==> config.mk <==
export PLATFORM = sky130hd
export DESIGN_NAME = mips_subset_alu_regfile_unit_flat
export DESIGN_NICKNAME = d
export VERILOG_FILES = /design/src/sv/msa_pkg.sv /design/src/sv/msa_if.sv /design/src/sv/msa_front.sv /design/src/sv/msa_queue.sv /design/src/sv/msa_back.sv /design/src/sv/mips_subset_alu_regfile_unit.sv /design/src/flat_wrapper.sv
export SDC_FILE = /design/constraint.sdc
export NUM_CORES = 2
export LEC_CHECK = 0
export BUFFER_PORTS_ARGS = -buffer_cell sky130_fd_sc_hd__buf_4
export CAP_MARGIN = 20
export CORE_MARGIN = 3
export CORE_UTILIZATION = 30
export CTS_CLUSTER_DIAMETER = 100
export DETAILED_ROUTE_END_ITERATION = 12
export GPL_TIMING_DRIVEN = 0
export PLACE_DENSITY = 0.54
export SETUP_SLACK_MARGIN = 0.1
export SYNTH_ARGS = -nofsm -noshare
export SYNTH_HDL_FRONTEND = slang
export SYNTH_SLANG_ARGS = --single-unit
==> constraint.sdc <==
create_clock -name i_clk -period 7.4 [get_ports i_clk]
set_clock_uncertainty 0.2 [all_clocks]
set_input_delay 0 -clock i_clk [delete_from_list [all_inputs] [get_ports i_clk]]
set_output_delay 0 -clock i_clk [all_outputs]
set_load 0.01 [all_outputs]
==> src/sv/msa_pkg.sv <==
// Shared types and constants for the MIPS R/I-type execute block.
// Holds opcode and function codes, the decoded item, and the queue sizing.
// No dependencies.
`timescale 1ns / 1ps

package msa_pkg;

    localparam int REG_IDX_W = 5;
    localparam int IMM_W     = 16;
    localparam int QDEPTH    = 4;
    localparam int QPTR_W    = 2;

    localparam logic [5:0] OPC_RTYPE = 6'h00;
    localparam logic [5:0] OPC_ADDI  = 6'h08;
    localparam logic [5:0] OPC_ANDI  = 6'h0C;
    localparam logic [5:0] OPC_ORI   = 6'h0D;

    localparam logic [5:0] FN_SLL = 6'h00;
    localparam logic [5:0] FN_SRA = 6'h03;
    localparam logic [5:0] FN_ADD = 6'h20;
    localparam logic [5:0] FN_SUB = 6'h22;
    localparam logic [5:0] FN_AND = 6'h24;
    localparam logic [5:0] FN_OR  = 6'h25;
    localparam logic [5:0] FN_NOR = 6'h27;

    typedef enum logic [1:0] {
        ST_OK         = 2'd0,
        ST_BAD_FUNCT  = 2'd1,
        ST_BAD_OPCODE = 2'd2
    } t_status;

    typedef enum logic [2:0] {
        OP_SLL,
        OP_SRA,
        OP_ADD,
        OP_SUB,
        OP_AND,
        OP_OR,
        OP_NOR
    } t_alu_op;

    typedef struct packed {
        t_status                status;
        t_alu_op                alu_op;
        logic [REG_IDX_W-1:0]   rs;
        logic [REG_IDX_W-1:0]   rt;
        logic [REG_IDX_W-1:0]   dest;
        logic [REG_IDX_W-1:0]   shamt;
        logic [IMM_W-1:0]       imm;
        logic                   use_imm;
        logic                   imm_sext;
    } t_dec;

endpackage

==> src/sv/msa_if.sv <==
// Handshake channels of the execute block: instruction in, result out.
// Depends on nothing; the result channel is sized by DATA_WIDTH.
`timescale 1ns / 1ps

interface msa_instr_if;
    logic        valid;
    logic        ready;
    logic [31:0] instruction_word;

    modport source (output valid, output instruction_word, input ready);
    modport sink   (input valid, input instruction_word, output ready);
endinterface

interface msa_result_if #(
    parameter int DATA_WIDTH = 16
);
    logic                  valid;
    logic                  ready;
    logic [1:0]            status;
    logic [4:0]            dest_index;
    logic [DATA_WIDTH-1:0] dest_value;

    modport source (output valid, output status, output dest_index, output dest_value,
                    input ready);
    modport sink   (input valid, input status, input dest_index, input dest_value,
                    output ready);
endinterface

==> src/sv/msa_front.sv <==
// Front end: takes instruction words and classifies them into decoded items.
// Depends on msa_pkg and msa_instr_if.
`timescale 1ns / 1ps

module msa_front (
    msa_instr_if.sink       i_instr,
    input  logic            i_full,
    output logic            o_push,
    output msa_pkg::t_dec   o_item
);
    import msa_pkg::*;

    logic [31:0] w;
    logic [5:0]  opcode;
    logic [5:0]  funct;
    t_dec        dec;

    assign w      = i_instr.instruction_word;
    assign opcode = w[31:26];
    assign funct  = w[5:0];

    always_comb begin
        dec          = '0;
        dec.status   = ST_OK;
        dec.alu_op   = OP_ADD;
        dec.rs       = w[25:21];
        dec.rt       = w[20:16];
        dec.dest     = w[20:16];
        dec.shamt    = w[10:6];
        dec.imm      = w[15:0];
        dec.use_imm  = 1'b0;
        dec.imm_sext = 1'b0;
        case (opcode)
            OPC_RTYPE: begin
                dec.dest = w[15:11];
                case (funct)
                    FN_SLL:  dec.alu_op = OP_SLL;
                    FN_SRA:  dec.alu_op = OP_SRA;
                    FN_ADD:  dec.alu_op = OP_ADD;
                    FN_SUB:  dec.alu_op = OP_SUB;
                    FN_AND:  dec.alu_op = OP_AND;
                    FN_OR:   dec.alu_op = OP_OR;
                    FN_NOR:  dec.alu_op = OP_NOR;
                    default: dec.status = ST_BAD_FUNCT;
                endcase
            end
            OPC_ADDI: begin
                dec.alu_op   = OP_ADD;
                dec.use_imm  = 1'b1;
                dec.imm_sext = 1'b1;
            end
            OPC_ANDI: begin
                dec.alu_op  = OP_AND;
                dec.use_imm = 1'b1;
            end
            OPC_ORI: begin
                dec.alu_op  = OP_OR;
                dec.use_imm = 1'b1;
            end
            default: dec.status = ST_BAD_OPCODE;
        endcase
        // rejected items report register zero
        if (dec.status != ST_OK) begin
            dec.dest = '0;
        end
    end

    assign i_instr.ready = !i_full;
    assign o_push        = i_instr.valid && !i_full;
    assign o_item        = dec;

endmodule

==> src/sv/msa_queue.sv <==
// Short FIFO of decoded items between the front end and the execute back end.
// Depends on msa_pkg.
`timescale 1ns / 1ps

module msa_queue (
    input  logic            i_clk,
    input  logic            i_rst_n,
    input  logic            i_push,
    input  msa_pkg::t_dec   i_item,
    input  logic            i_pop,
    output logic            o_full,
    output logic            o_vld,
    output msa_pkg::t_dec   o_item
);
    import msa_pkg::*;

    localparam logic [QPTR_W:0] CNT_FULL = (QPTR_W + 1)'(QDEPTH);

    t_dec              r_mem [QDEPTH];
    logic [QPTR_W-1:0] r_wp, n_wp;
    logic [QPTR_W-1:0] r_rp, n_rp;
    logic [QPTR_W:0]   r_cnt, n_cnt;
    logic              do_push;
    logic              do_pop;

    assign o_full  = (r_cnt == CNT_FULL);
    assign o_vld   = (r_cnt != '0);
    assign o_item  = r_mem[r_rp];
    assign do_push = i_push && !o_full;
    assign do_pop  = i_pop && o_vld;

    always_comb begin
        n_wp  = do_push ? r_wp + 1'b1 : r_wp;
        n_rp  = do_pop ? r_rp + 1'b1 : r_rp;
        n_cnt = r_cnt;
        if (do_push && !do_pop) begin
            n_cnt = r_cnt + 1'b1;
        end else if (do_pop && !do_push) begin
            n_cnt = r_cnt - 1'b1;
        end
    end

    always_ff @(posedge i_clk) begin
        if (!i_rst_n) begin
            r_wp  <= '0;
            r_rp  <= '0;
            r_cnt <= '0;
        end else begin
            r_wp  <= n_wp;
            r_rp  <= n_rp;
            r_cnt <= n_cnt;
        end
    end

    always_ff @(posedge i_clk) begin
        if (do_push) begin
            r_mem[r_wp] <= i_item;
        end
    end

endmodule

==> src/sv/msa_back.sv <==
// Back end: register file read, ALU execute with write bypass, result register.
// Depends on msa_pkg and msa_result_if.
`timescale 1ns / 1ps

module msa_back #(
    parameter int NUM_REGS   = 32,
    parameter int DATA_WIDTH = 16
) (
    input  logic            i_clk,
    input  logic            i_rst_n,
    input  logic            i_q_vld,
    input  msa_pkg::t_dec   i_item,
    output logic            o_pop,
    msa_result_if.source    o_result
);
    import msa_pkg::*;

    localparam int IDX_W = (NUM_REGS > 1) ? $clog2(NUM_REGS) : 1;
    localparam int LIM_W = REG_IDX_W + 1;
    localparam logic [LIM_W-1:0] REG_LIM = LIM_W'(NUM_REGS);

    // register file and its per-entry valid bits (entry reads zero until written)
    logic [DATA_WIDTH-1:0] r_mem [NUM_REGS];
    logic [NUM_REGS-1:0]   r_rf_vld;

    // execute stage
    logic                  r_x_vld;
    t_dec                  r_x;
    logic [DATA_WIDTH-1:0] r_rd_a;
    logic [DATA_WIDTH-1:0] r_rd_b;
    logic                  r_a_ok;
    logic                  r_b_ok;

    // write that happened at the edge the current item entered execute
    logic                  r_byp_vld;
    logic [REG_IDX_W-1:0]  r_byp_idx;
    logic [DATA_WIDTH-1:0] r_byp_data;

    // result register
    logic                  r_out_vld;
    t_status               r_out_status;
    logic [REG_IDX_W-1:0]  r_out_dest;
    logic [DATA_WIDTH-1:0] r_out_value;

    logic                  x_adv;
    logic                  enter;
    logic                  wr_en;
    logic [DATA_WIDTH-1:0] op_a;
    logic [DATA_WIDTH-1:0] reg_b;
    logic [DATA_WIDTH-1:0] op_b;
    logic [DATA_WIDTH-1:0] imm_ext;
    logic [DATA_WIDTH-1:0] res;
    logic [DATA_WIDTH-1:0] out_val;

    function automatic logic in_range(input logic [REG_IDX_W-1:0] idx);
        return {1'b0, idx} < REG_LIM;
    endfunction

    assign x_adv = r_x_vld && (!r_out_vld || o_result.ready);
    assign enter = i_q_vld && (!r_x_vld || x_adv);
    assign o_pop = enter;

    // operands: forward the write made as this item entered, else the read data
    always_comb begin
        if (r_byp_vld && (r_byp_idx == r_x.rs)) begin
            op_a = r_byp_data;
        end else begin
            op_a = r_a_ok ? r_rd_a : '0;
        end
        if (r_byp_vld && (r_byp_idx == r_x.rt)) begin
            reg_b = r_byp_data;
        end else begin
            reg_b = r_b_ok ? r_rd_b : '0;
        end
        for (int i = 0; i < DATA_WIDTH; i++) begin
            if (i < IMM_W) begin
                imm_ext[i] = r_x.imm[i];
            end else begin
                imm_ext[i] = r_x.imm_sext && r_x.imm[IMM_W-1];
            end
        end
        op_b = r_x.use_imm ? imm_ext : reg_b;
    end

    always_comb begin
        case (r_x.alu_op)
            OP_SLL:  res = reg_b << r_x.shamt;
            OP_SRA:  res = DATA_WIDTH'($signed(reg_b) >>> r_x.shamt);
            OP_ADD:  res = op_a + op_b;
            OP_SUB:  res = op_a - op_b;
            OP_AND:  res = op_a & op_b;
            OP_OR:   res = op_a | op_b;
            OP_NOR:  res = ~(op_a | op_b);
            default: res = '0;
        endcase
        out_val = (r_x.status == ST_OK) ? res : '0;
    end

    // drop writes to registers beyond the file
    assign wr_en = x_adv && (r_x.status == ST_OK) && in_range(r_x.dest);

    always_ff @(posedge i_clk) begin
        if (wr_en) begin
            r_mem[r_x.dest[IDX_W-1:0]] <= res;
        end
        if (enter) begin
            r_rd_a <= r_mem[i_item.rs[IDX_W-1:0]];
            r_rd_b <= r_mem[i_item.rt[IDX_W-1:0]];
            r_a_ok <= in_range(i_item.rs) && r_rf_vld[i_item.rs[IDX_W-1:0]];
            r_b_ok <= in_range(i_item.rt) && r_rf_vld[i_item.rt[IDX_W-1:0]];
            r_x    <= i_item;
            r_byp_idx  <= r_x.dest;
            r_byp_data <= res;
        end
        if (x_adv) begin
            r_out_status <= r_x.status;
            r_out_dest   <= r_x.dest;
            r_out_value  <= out_val;
        end
    end

    always_ff @(posedge i_clk) begin
        if (!i_rst_n) begin
            r_rf_vld  <= '0;
            r_x_vld   <= 1'b0;
            r_out_vld <= 1'b0;
            r_byp_vld <= 1'b0;
        end else begin
            if (wr_en) begin
                r_rf_vld[r_x.dest[IDX_W-1:0]] <= 1'b1;
            end
            if (enter) begin
                r_byp_vld <= wr_en;
            end
            if (enter) begin
                r_x_vld <= 1'b1;
            end else if (x_adv) begin
                r_x_vld <= 1'b0;
            end
            if (x_adv) begin
                r_out_vld <= 1'b1;
            end else if (o_result.ready) begin
                r_out_vld <= 1'b0;
            end
        end
    end

    assign o_result.valid      = r_out_vld;
    assign o_result.status     = r_out_status;
    assign o_result.dest_index = r_out_dest;
    assign o_result.dest_value = r_out_value;

endmodule

==> src/sv/mips_subset_alu_regfile_unit.sv <==
// MIPS R/I-type execute unit: instruction word in, write-back result out.
// Usage:
//   i_instr  carries one 32-bit instruction word per transfer (valid/ready).
//   o_result carries status, dest_index and dest_value per transfer; every
//   accepted instruction gives exactly one result, in order.
//   Supported: SLL, SRA, ADD, SUB, AND, OR, NOR (opcode 0), ADDI, ANDI, ORI.
//   Unknown function codes report status 1, unknown opcodes status 2; both
//   write nothing and report index and value zero.
// Timing:
//   An instruction is decoded into a 4-entry queue, reads the register file as
//   it enters the execute stage, then executes into the output register. One
//   instruction per cycle is sustained while o_result.ready stays high; a result
//   that depends on the previous instruction's write is forwarded from execute.
// Reset (i_rst_n low, synchronous): queue and pipeline empty, all registers
//   read as zero; no clearing pass is needed.
// Stall: while o_result.ready is low, the output register and the execute
//   stage hold, the queue fills, and i_instr.ready drops once the queue is full.
// Depends on msa_pkg, msa_if, msa_front, msa_queue and msa_back.
`timescale 1ns / 1ps

module mips_subset_alu_regfile_unit #(
    parameter int NUM_REGS   = 32,
    parameter int DATA_WIDTH = 16
) (
    input  logic          i_clk,
    input  logic          i_rst_n,
    msa_instr_if.sink     i_instr,
    msa_result_if.source  o_result
);
    import msa_pkg::*;

    logic push;
    logic pop;
    logic q_full;
    logic q_vld;
    t_dec front_item;
    t_dec head_item;

    msa_front u_front (
        .i_instr (i_instr),
        .i_full  (q_full),
        .o_push  (push),
        .o_item  (front_item)
    );

    msa_queue u_queue (
        .i_clk   (i_clk),
        .i_rst_n (i_rst_n),
        .i_push  (push),
        .i_item  (front_item),
        .i_pop   (pop),
        .o_full  (q_full),
        .o_vld   (q_vld),
        .o_item  (head_item)
    );

    msa_back #(
        .NUM_REGS   (NUM_REGS),
        .DATA_WIDTH (DATA_WIDTH)
    ) u_back (
        .i_clk    (i_clk),
        .i_rst_n  (i_rst_n),
        .i_q_vld  (q_vld),
        .i_item   (head_item),
        .o_pop    (pop),
        .o_result (o_result)
    );

endmodule

==> src/flat_wrapper.sv <==
// flat-port wrapper written by rule: the top's interface ports become plain ports
module mips_subset_alu_regfile_unit_flat import msa_pkg::*;
#(
    parameter int NUM_REGS   = 32,
    parameter int DATA_WIDTH = 16
)
  (i_clk, i_rst_n, i_instr_valid, i_instr_instruction_word, i_instr_ready, o_result_valid, o_result_status, o_result_dest_index, o_result_dest_value, o_result_ready);
  msa_instr_if i_instr_i ();
  msa_result_if #(.DATA_WIDTH(DATA_WIDTH)) o_result_i ();
  input  logic i_clk;
  input  logic i_rst_n;
  input wire logic [$bits(i_instr_i.valid)-1:0] i_instr_valid;
  input wire logic [$bits(i_instr_i.instruction_word)-1:0] i_instr_instruction_word;
  output wire logic [$bits(i_instr_i.ready)-1:0] i_instr_ready;
  output wire logic [$bits(o_result_i.valid)-1:0] o_result_valid;
  output wire logic [$bits(o_result_i.status)-1:0] o_result_status;
  output wire logic [$bits(o_result_i.dest_index)-1:0] o_result_dest_index;
  output wire logic [$bits(o_result_i.dest_value)-1:0] o_result_dest_value;
  input wire logic [$bits(o_result_i.ready)-1:0] o_result_ready;
  assign i_instr_i.valid = i_instr_valid;
  assign i_instr_i.instruction_word = i_instr_instruction_word;
  assign i_instr_ready = i_instr_i.ready;
  assign o_result_valid = o_result_i.valid;
  assign o_result_status = o_result_i.status;
  assign o_result_dest_index = o_result_i.dest_index;
  assign o_result_dest_value = o_result_i.dest_value;
  assign o_result_i.ready = o_result_ready;
  mips_subset_alu_regfile_unit #(.NUM_REGS(NUM_REGS), .DATA_WIDTH(DATA_WIDTH)) u_core (.i_clk(i_clk), .i_rst_n(i_rst_n), .i_instr(i_instr_i), .o_result(o_result_i));
endmodule
## Word level (Yosys, flattened, before mapping)

Memories as Yosys holds them, arrays and structs flattened. A register that Yosys moved wholly into a read port is not among the register bits.
Cells that the tools add are included.

- $add $sub $neg: 6
- $lt $le $gt $ge: 4
- Equality and inequality tests: 18
- Shift-type cells: 2
- Muxes and demuxes: 32
- Bitwise operators: 4
- Reduce and logical (&&, ||, !) cells: 29

Operator list:

| cell | count |
|---|---|
| case mux 16 bit (7 select lines) | 1 |
| two-way mux 16 bit | 5 |
| bitwise OR 32 bit | 1 |
| equality test 6 bit, second input constant | 5 |
| equality test 6 x 4 -> 1 bit, second input constant | 3 |
| < comparator 5 x 6 -> 1 bit, second input constant | 3 |
| case mux 3 bit (6 select lines) | 1 |
| adder 16 bit | 1 |
| bitwise AND 16 bit | 1 |
| inverter 16 bit | 1 |
| bitwise OR 16 bit | 1 |
| left shift 16 x 5 -> 16 bit | 1 |
| >>> shifter 16 x 5 -> 16 bit | 1 |
| subtractor 16 bit | 1 |
| two-way mux 1 bit | 14 |
| equality test 3 bit, second input constant | 4 |
| zero test 6 bit | 2 |
| logical AND 1 bit | 11 |
| binary-select mux 1 bit (select 5 bit) | 2 |
| equality test 5 bit | 2 |
| two-way mux 5 bit | 2 |
| case mux 3 bit (3 select lines) | 1 |
| nonzero test 2 bit | 4 |
| OR reduction 7 bit | 1 |
| 17 further kinds | 26 |

- Bits in registers: 130
- Bits in writable memories: 684
- Output and inout bits: 25
- Word-level logic and storage cells: 119
- Memories kept: 2

Memories:

| memory | words | bits a word | read ports | clocked after memory_dff | wr ports | line | source |
|---|---|---|---|---|---|---|---|
| u_core.u_back.r_mem | 32 | 16 | 2 | 2 | 1 | msa_back.sv:23 | `logic [DATA_WIDTH-1:0] r_mem [NUM_REGS];` |
| u_core.u_queue.r_mem | 4 | 43 | 1 | 1 | 1 | msa_queue.sv:19 | `t_dec r_mem [QDEPTH];` |

## Longest topological paths before layout

- Word-level depth: 9
- Gate-level depth with buffers: 23
- Gate-level depth less buffers: 20

## Cells and area by module

From an unflattened synthesis, not the netlist that was laid out.

- Cells, all modules: 2197
- Area total of the unflattened synthesis: 40238.6 sq um

By module, submodules not included:

| module | instances | cells an instance | area an instance (sq um) | sequential area each (sq um) |
|---|---|---|---|---|
| msa_back | 1 | 1856 | 32975.4 | 19678.9 |
| msa_queue | 1 | 273 | 6746.5 | 5345.1 |
| msa_front | 1 | 68 | 516.7 | 0.0 |

## Worst setup path before layout

Ideal clock, no wire load.

- Kind: register to register
- Start point: register u_core.u_back.r_byp_idx[1]
- End point: register u_core.u_back.r_byp_data[14] (data pin)
- Arrival time: 4687 ps
- Data required time: 6803 ps
- Slack: 2116 ps
- Stages on the path, launching flop included: 21
- Buffers on the path: 3
- Clock period less this slack: 5284 ps
- Cell sequence: edfxtp_1 xnor2_1 and4_1 buf_2 buf_4 buf_2 a21oi_1 o31ai_1 ha_1 nand4_1 nor2_1 a21oi_1 xor2_1 ha_1 a21o_1 a21o_1 a2111oi_0 nor3_1 or3_1 a31oi_1 nand2_1

- Longest elaborated chain between the ends: 7
- Elaborated cells between the ends (all ways): 15

Ends and longest elaborated chain:

| element | line | source |
|---|---|---|
| from (decl) | msa_back.sv:36 | `logic [REG_IDX_W-1:0] r_byp_idx;` |
| from (signal assigned) | msa_back.sv:112 | `r_byp_idx <= r_x.dest;` |
| parallel branches: the longest is 6 deep, another holds subtractor 16 bit | - |  |
| case mux 16 bit (7 select lines) (*) | msa_back.sv:86 | `case (r_x.alu_op)` |
| named net u_core.u_back.res[14] | msa_back.sv:52 | `logic [DATA_WIDTH-1:0] res;` |
| to (signal assigned) | msa_back.sv:113 | `r_byp_data <= res;` |
| to (decl) | msa_back.sv:37 | `logic [DATA_WIDTH-1:0] r_byp_data;` |

Mark *: on every way through the listed nets, which the timed path passes.
A chain may end at the register's enable or synchronous reset.

## Worst setup path after layout

- Start point: register u_core.u_back.r_x[1] (netlist name)
- End point: memory u_core.u_back.r_mem[12][14] (netlist: u_core.u_back.r_mem[3][14]) (data pin)

- Longest elaborated chain between the ends: 4
- Elaborated cells between the ends (all ways): 7

Ends and longest elaborated chain:

| element | line | source |
|---|---|---|
| from (decl) | msa_back.sv:28 | `t_dec r_x;` |
| from (signal assigned) | msa_back.sv:111 | `r_x <= i_item;` |
| two-way mux 16 bit (*) | msa_back.sv:82 | `op_b = r_x.use_imm ? imm_ext : reg_b;` |
| parallel branches: the longest is 2 deep, another holds subtractor 16 bit | - |  |
| case mux 16 bit (7 select lines) (*) | msa_back.sv:86 |  |
| named net u_core.u_back.res[14] | msa_back.sv:52 |  |
| to (decl) | msa_back.sv:23 |  |

Marks and branches as above.

==> results.json <==
{
  "hp-start": "i_instr_instruction_word[19]",
  "worst_path_largest_cell_delay_ns": 0.75,
  "worst_setup_path_end_kind": "register",
  "vias": 23870,
  "timing.critical_path.cells": "clkbuf_1 -> clkbuf_1 -> clkbuf_1 -> clkbuf_1 -> o31ai_2 -> ha_1 -> nand4_1 -> nor2_1 -> a21oi_1 -> xor2_1 -> ha_1 -> a21o_1 -> a21o_1 -> a2111oi_1 -> nor3_1 -> or3_1 -> a31oi_1 -> nand2_1 -> buf_16",
  "htree_levels": 3,
  "route.detailed.drc": 0,
  "yosys.area_share.simple": 0.0483,
  "r2r-start": "u_core.u_back.r_x[1]$_DFFE_PP_",
  "core.rowCount": 132,
  "ff2ff_setup_slack_ns": 0.43,
  "area_delta_synth_final_pct": 18.4,
  "min_to": "u_core.u_queue.r_mem[0][26]$_DFFE_PP_",
  "setup_violations": 0,
  "synth-main-ff-cell": "edfxtp_1",
  "routed_wl_um": 129000,
  "rsz0062_at_grt": "no",
  "grt_first_pass_wirelength_um": 182000,
  "first_iter_violations": 2783,
  "drtAntennaViolNets": 0,
  "grt_pass1_vias": 24632,
  "p_comb_frac": 0.480,
  "cellLeakagePower_nw": 15.0,
  "crit_type": "reg -> reg",
  "gr-usage-all-layers": 0.187,
  "clk_pin_slew_ns": 0.06,
  "slowest_stage": "a2111oi_1",
  "wl_per_cell_um": 29.9,
  "ir_drop_mv": 0.451,
  "antenna_found_initial": 8,
  "power_density_nw_per_um2": 495,
  "r2r_end": "u_core.u_back.r_mem[3][14]$_DFFE_PP_",
  "fill_cells": 12185,
  "synth_cells": 2214,
  "dieArea_um2": 136000,
  "drv_slew": 0,
  "grt_max_degree": 69,
  "internal_power_mw": 13.8,
  "synth_edf_count": 775,
  "holdCritPathClass": "in -> reg",
  "fmax_ghz": 0.143,
  "num-nets-final": 2540,
  "worst_ep_arrival_time_ns": 7.17,
  "die_h_um": 369,
  "period_share": 0.942,
  "io_buffers": 59,
  "syn-cell-area_um2": 39500,
  "synth_xor_area_frac": 0.00820,
  "yosys.area.top_type_share": 0.589,
  "synth_top_family_by_area": "multiplexers",
  "vias_per_cell": 5.56,
  "path_common_cell": "clkbuf_1",
  "cts_buffers": 90,
  "start_util": 0.304,
  "relSlewSlack": 0.275,
  "synth-seq-area-share": 0.611,
  "status": "finished, final reports clean",
  "ys_seq_elements": 819,
  "p_sw_frac": 0.405,
  "dr.pass1.iters": 6,
  "regArea_um2": 24200,
  "synthTopCellsByCount": "775 x edfxtp_1, 406 x mux4_2, 95 x nor2_1",
  "synth_area_per_cell_um2": 17.9,
  "multi_input_area_um2": 14700,
  "tightest_slew_ns": 1.09,
  "synth_area_leader_cell": "edfxtp_1",
  "worstPathMaxFanout": 32,
  "io_pins": 61,
  "drive_above_1_share": 0.313,
  "muxShareOfSynthArea": 0.253,
  "fin_crit_ns": 6.97,
  "synth_adder_area_share": 0.00981,
  "synth.most_common_cell": "edfxtp_1",
  "final_util": 0.360,
  "critPathBufInv": 5,
  "grt_overflow": 0,
  "synth_nets": 2275,
  "cts_sinks": 819,
  "switchingPower_mw": 9.40,
  "reg2reg_depth": 19,
  "hold_viol": 0,
  "cts_buffer_depth": 3,
  "drv_cap": 0,
  "power_frac_seq": 0.333,
  "dp_hpwl_um": 94400,
  "core_area_um2": 130000,
  "synth_cell_types": 81,
  "critPathLaunchType": "register",
  "hold_path_depth": 4,
  "synth_compound_area_frac": 0.0483,
  "clkPwrFrac": 0.187,
  "async_reset_ff_frac": 0,
  "power_mw": 23.2,
  "gp_congestion": 0.926,
  "yosysWarnings": 0,
  "cts-root-buf": "clkbuf_16",
  "dieWidth_um": 369,
  "cp_top_family": "compound AO/OA/AOI/OAI gates",
  "cts_tree": "built",
  "cp_data_required_time_ns": 7.60,
  "clkLatencyLatePin_ns": 0.68,
  "synthTopCellsByArea": "edfxtp_1 59%, mux4_2 23%, dfxtp_1 2.2%"
}
cells by family (layout without fill, tap and decap cells):
family,Yosys count,after routing
flops,819,819
mux,488,488
simple gates,384,384
compound gates,271,271
buf+inv,184,519
xor+xnor,37,37
fa+ha+maj,31,31
other cells,0,1
state kept, by name, summed over array words and instances, names as in the netlist, 2 cells and up, named ones only:
name / cells
u_core.u_back.imm_ext: 12
u_core.u_back.o_result.dest_index: 5
u_core.u_back.o_result.dest_value: 16
u_core.u_back.o_result.status: 2
u_core.u_back.r_byp_data: 16
u_core.u_back.r_byp_idx: 5
u_core.u_back.r_mem: 512
u_core.u_back.r_rd_a: 16
u_core.u_back.r_rd_b: 16
u_core.u_back.r_rf_vld: 32
u_core.u_back.r_x: 25
u_core.u_queue.r_cnt: 3
u_core.u_queue.r_mem: 148
u_core.u_queue.r_rp: 2
u_core.u_queue.r_wp: 2
worst min-delay path: stages:
cell and delay (ns):
dlygate4sd3_1 0.53, buf_4 0.13, mux2i_1 0.11, nor2_1 0.09
metal layers:
metal  GRT usage  vias to the layer above  part of all wire
li1            -                     9856                 -
met3      0.0291                      238             0.070
met2       0.307                     1119              0.48
met5           0                        -           0.00010
met4      0.0798                        2             0.045
met1       0.247                    12655              0.40
layout by cell type (no fill, tap or decap), drive strengths merged, types with 13 or more instances in the layout:
master / instances
buf: 178
nand2b: 18
o21a: 44
xnor2: 23
dfxtp: 44
nand2: 84
nor2b: 17
mux4: 406
inv: 40
clkbuf: 203
mux2i: 40
and3: 13
edfxtp: 775
mux2: 42
nor3: 31
ha: 23
a31oi: 18
clkinv: 30
xor2: 14
nor2: 96
dlygate4sd3: 62
a21oi: 47
nand3: 39
and2: 28
o21ai: 40
metrics by stage:
| stage | hold WS (ns) | area, um2 | cells | worst slack (ns) | TNS [ns] |
|---|---|---|---|---|---|
| 6_report | 0.179 | 46800 | 4292 | 0.430 | 0 |
| 5_1_grt | 0.178 | 46800 | 4291 | 0.132 | 0 |
| 4_1_cts | 0.125 | 46800 | 4289 | 0.135 | 0 |
| 3_5_place_dp | 0.00183 | 43300 | 4065 | 0.132 | 0 |
| 3_3_place_gp | -0.00129 | 42200 | 4015 | -0.367 | -13.08 |
| 2_1_floorplan | -0.101 | 39500 | 2214 | 2.12 | 0 |
cell type report:
cell class | count | area share
buffer | 147 | 0.0147
sequential | 819 | 0.516
clock inverter | 39 | 0.00818
antenna | 1 | 0.0000535
clock buffer | 123 | 0.0528
inverter | 37 | 0.00302
multi-input combinational | 1211 | 0.314
timing repair buffer | 173 | 0.0449
tap | 1742 | 0.0466
timing repair:
action                     in CTS  in global routing
gates resized for setup         0                  2
setup endpoints to repair       0                 65
setup buffers                   0                  0
hold buffers                   62                  0
hold endpoints to repair      321                  0
worst max-delay path by stage:
| stage | endpoint | slack [ns] | start | cells after the start |
|---|---|---|---|---|
| after global routing | u_core.u_back.r_mem[0][14]$_DFFE_PP_ | 0.13 | u_core.u_back.r_byp_idx[2]$_DFFE_PP_ | 21 |
| after floorplan | u_core.u_back.r_byp_data[14]$_DFFE_PP_ | 2.12 | u_core.u_back.r_byp_idx[1]$_DFFE_PP_ | 20 |
| after detailed placement | u_core.u_back.r_mem[10][14]$_DFFE_PP_ | 0.13 | u_core.u_back.r_byp_idx[2]$_DFFE_PP_ | 21 |
| after CTS | u_core.u_back.r_mem[3][14]$_DFFE_PP_ | 0.13 | u_core.u_back.r_byp_idx[2]$_DFFE_PP_ | 21 |
| final | u_core.u_back.r_mem[3][14]$_DFFE_PP_ | 0.43 | u_core.u_back.r_x[1]$_DFFE_PP_ | 19 |
| after global placement | u_core.u_back.r_mem[4][14]$_DFFE_PP_ | -0.37 | u_core.u_back.r_byp_idx[2]$_DFFE_PP_ | 20 |
power by group through the flow:
stage	clock network (mW)	logic, mW	registers (mW)
after floorplan	0	6.43	7.64
after global placement	0	10.5	7.98
after detailed placement	0	11.0	7.82
after CTS	4.42	11.1	7.73
after global routing	4.59	11.7	7.77
final	4.34	11.1	7.73
(Power assumes the default switching activity.)
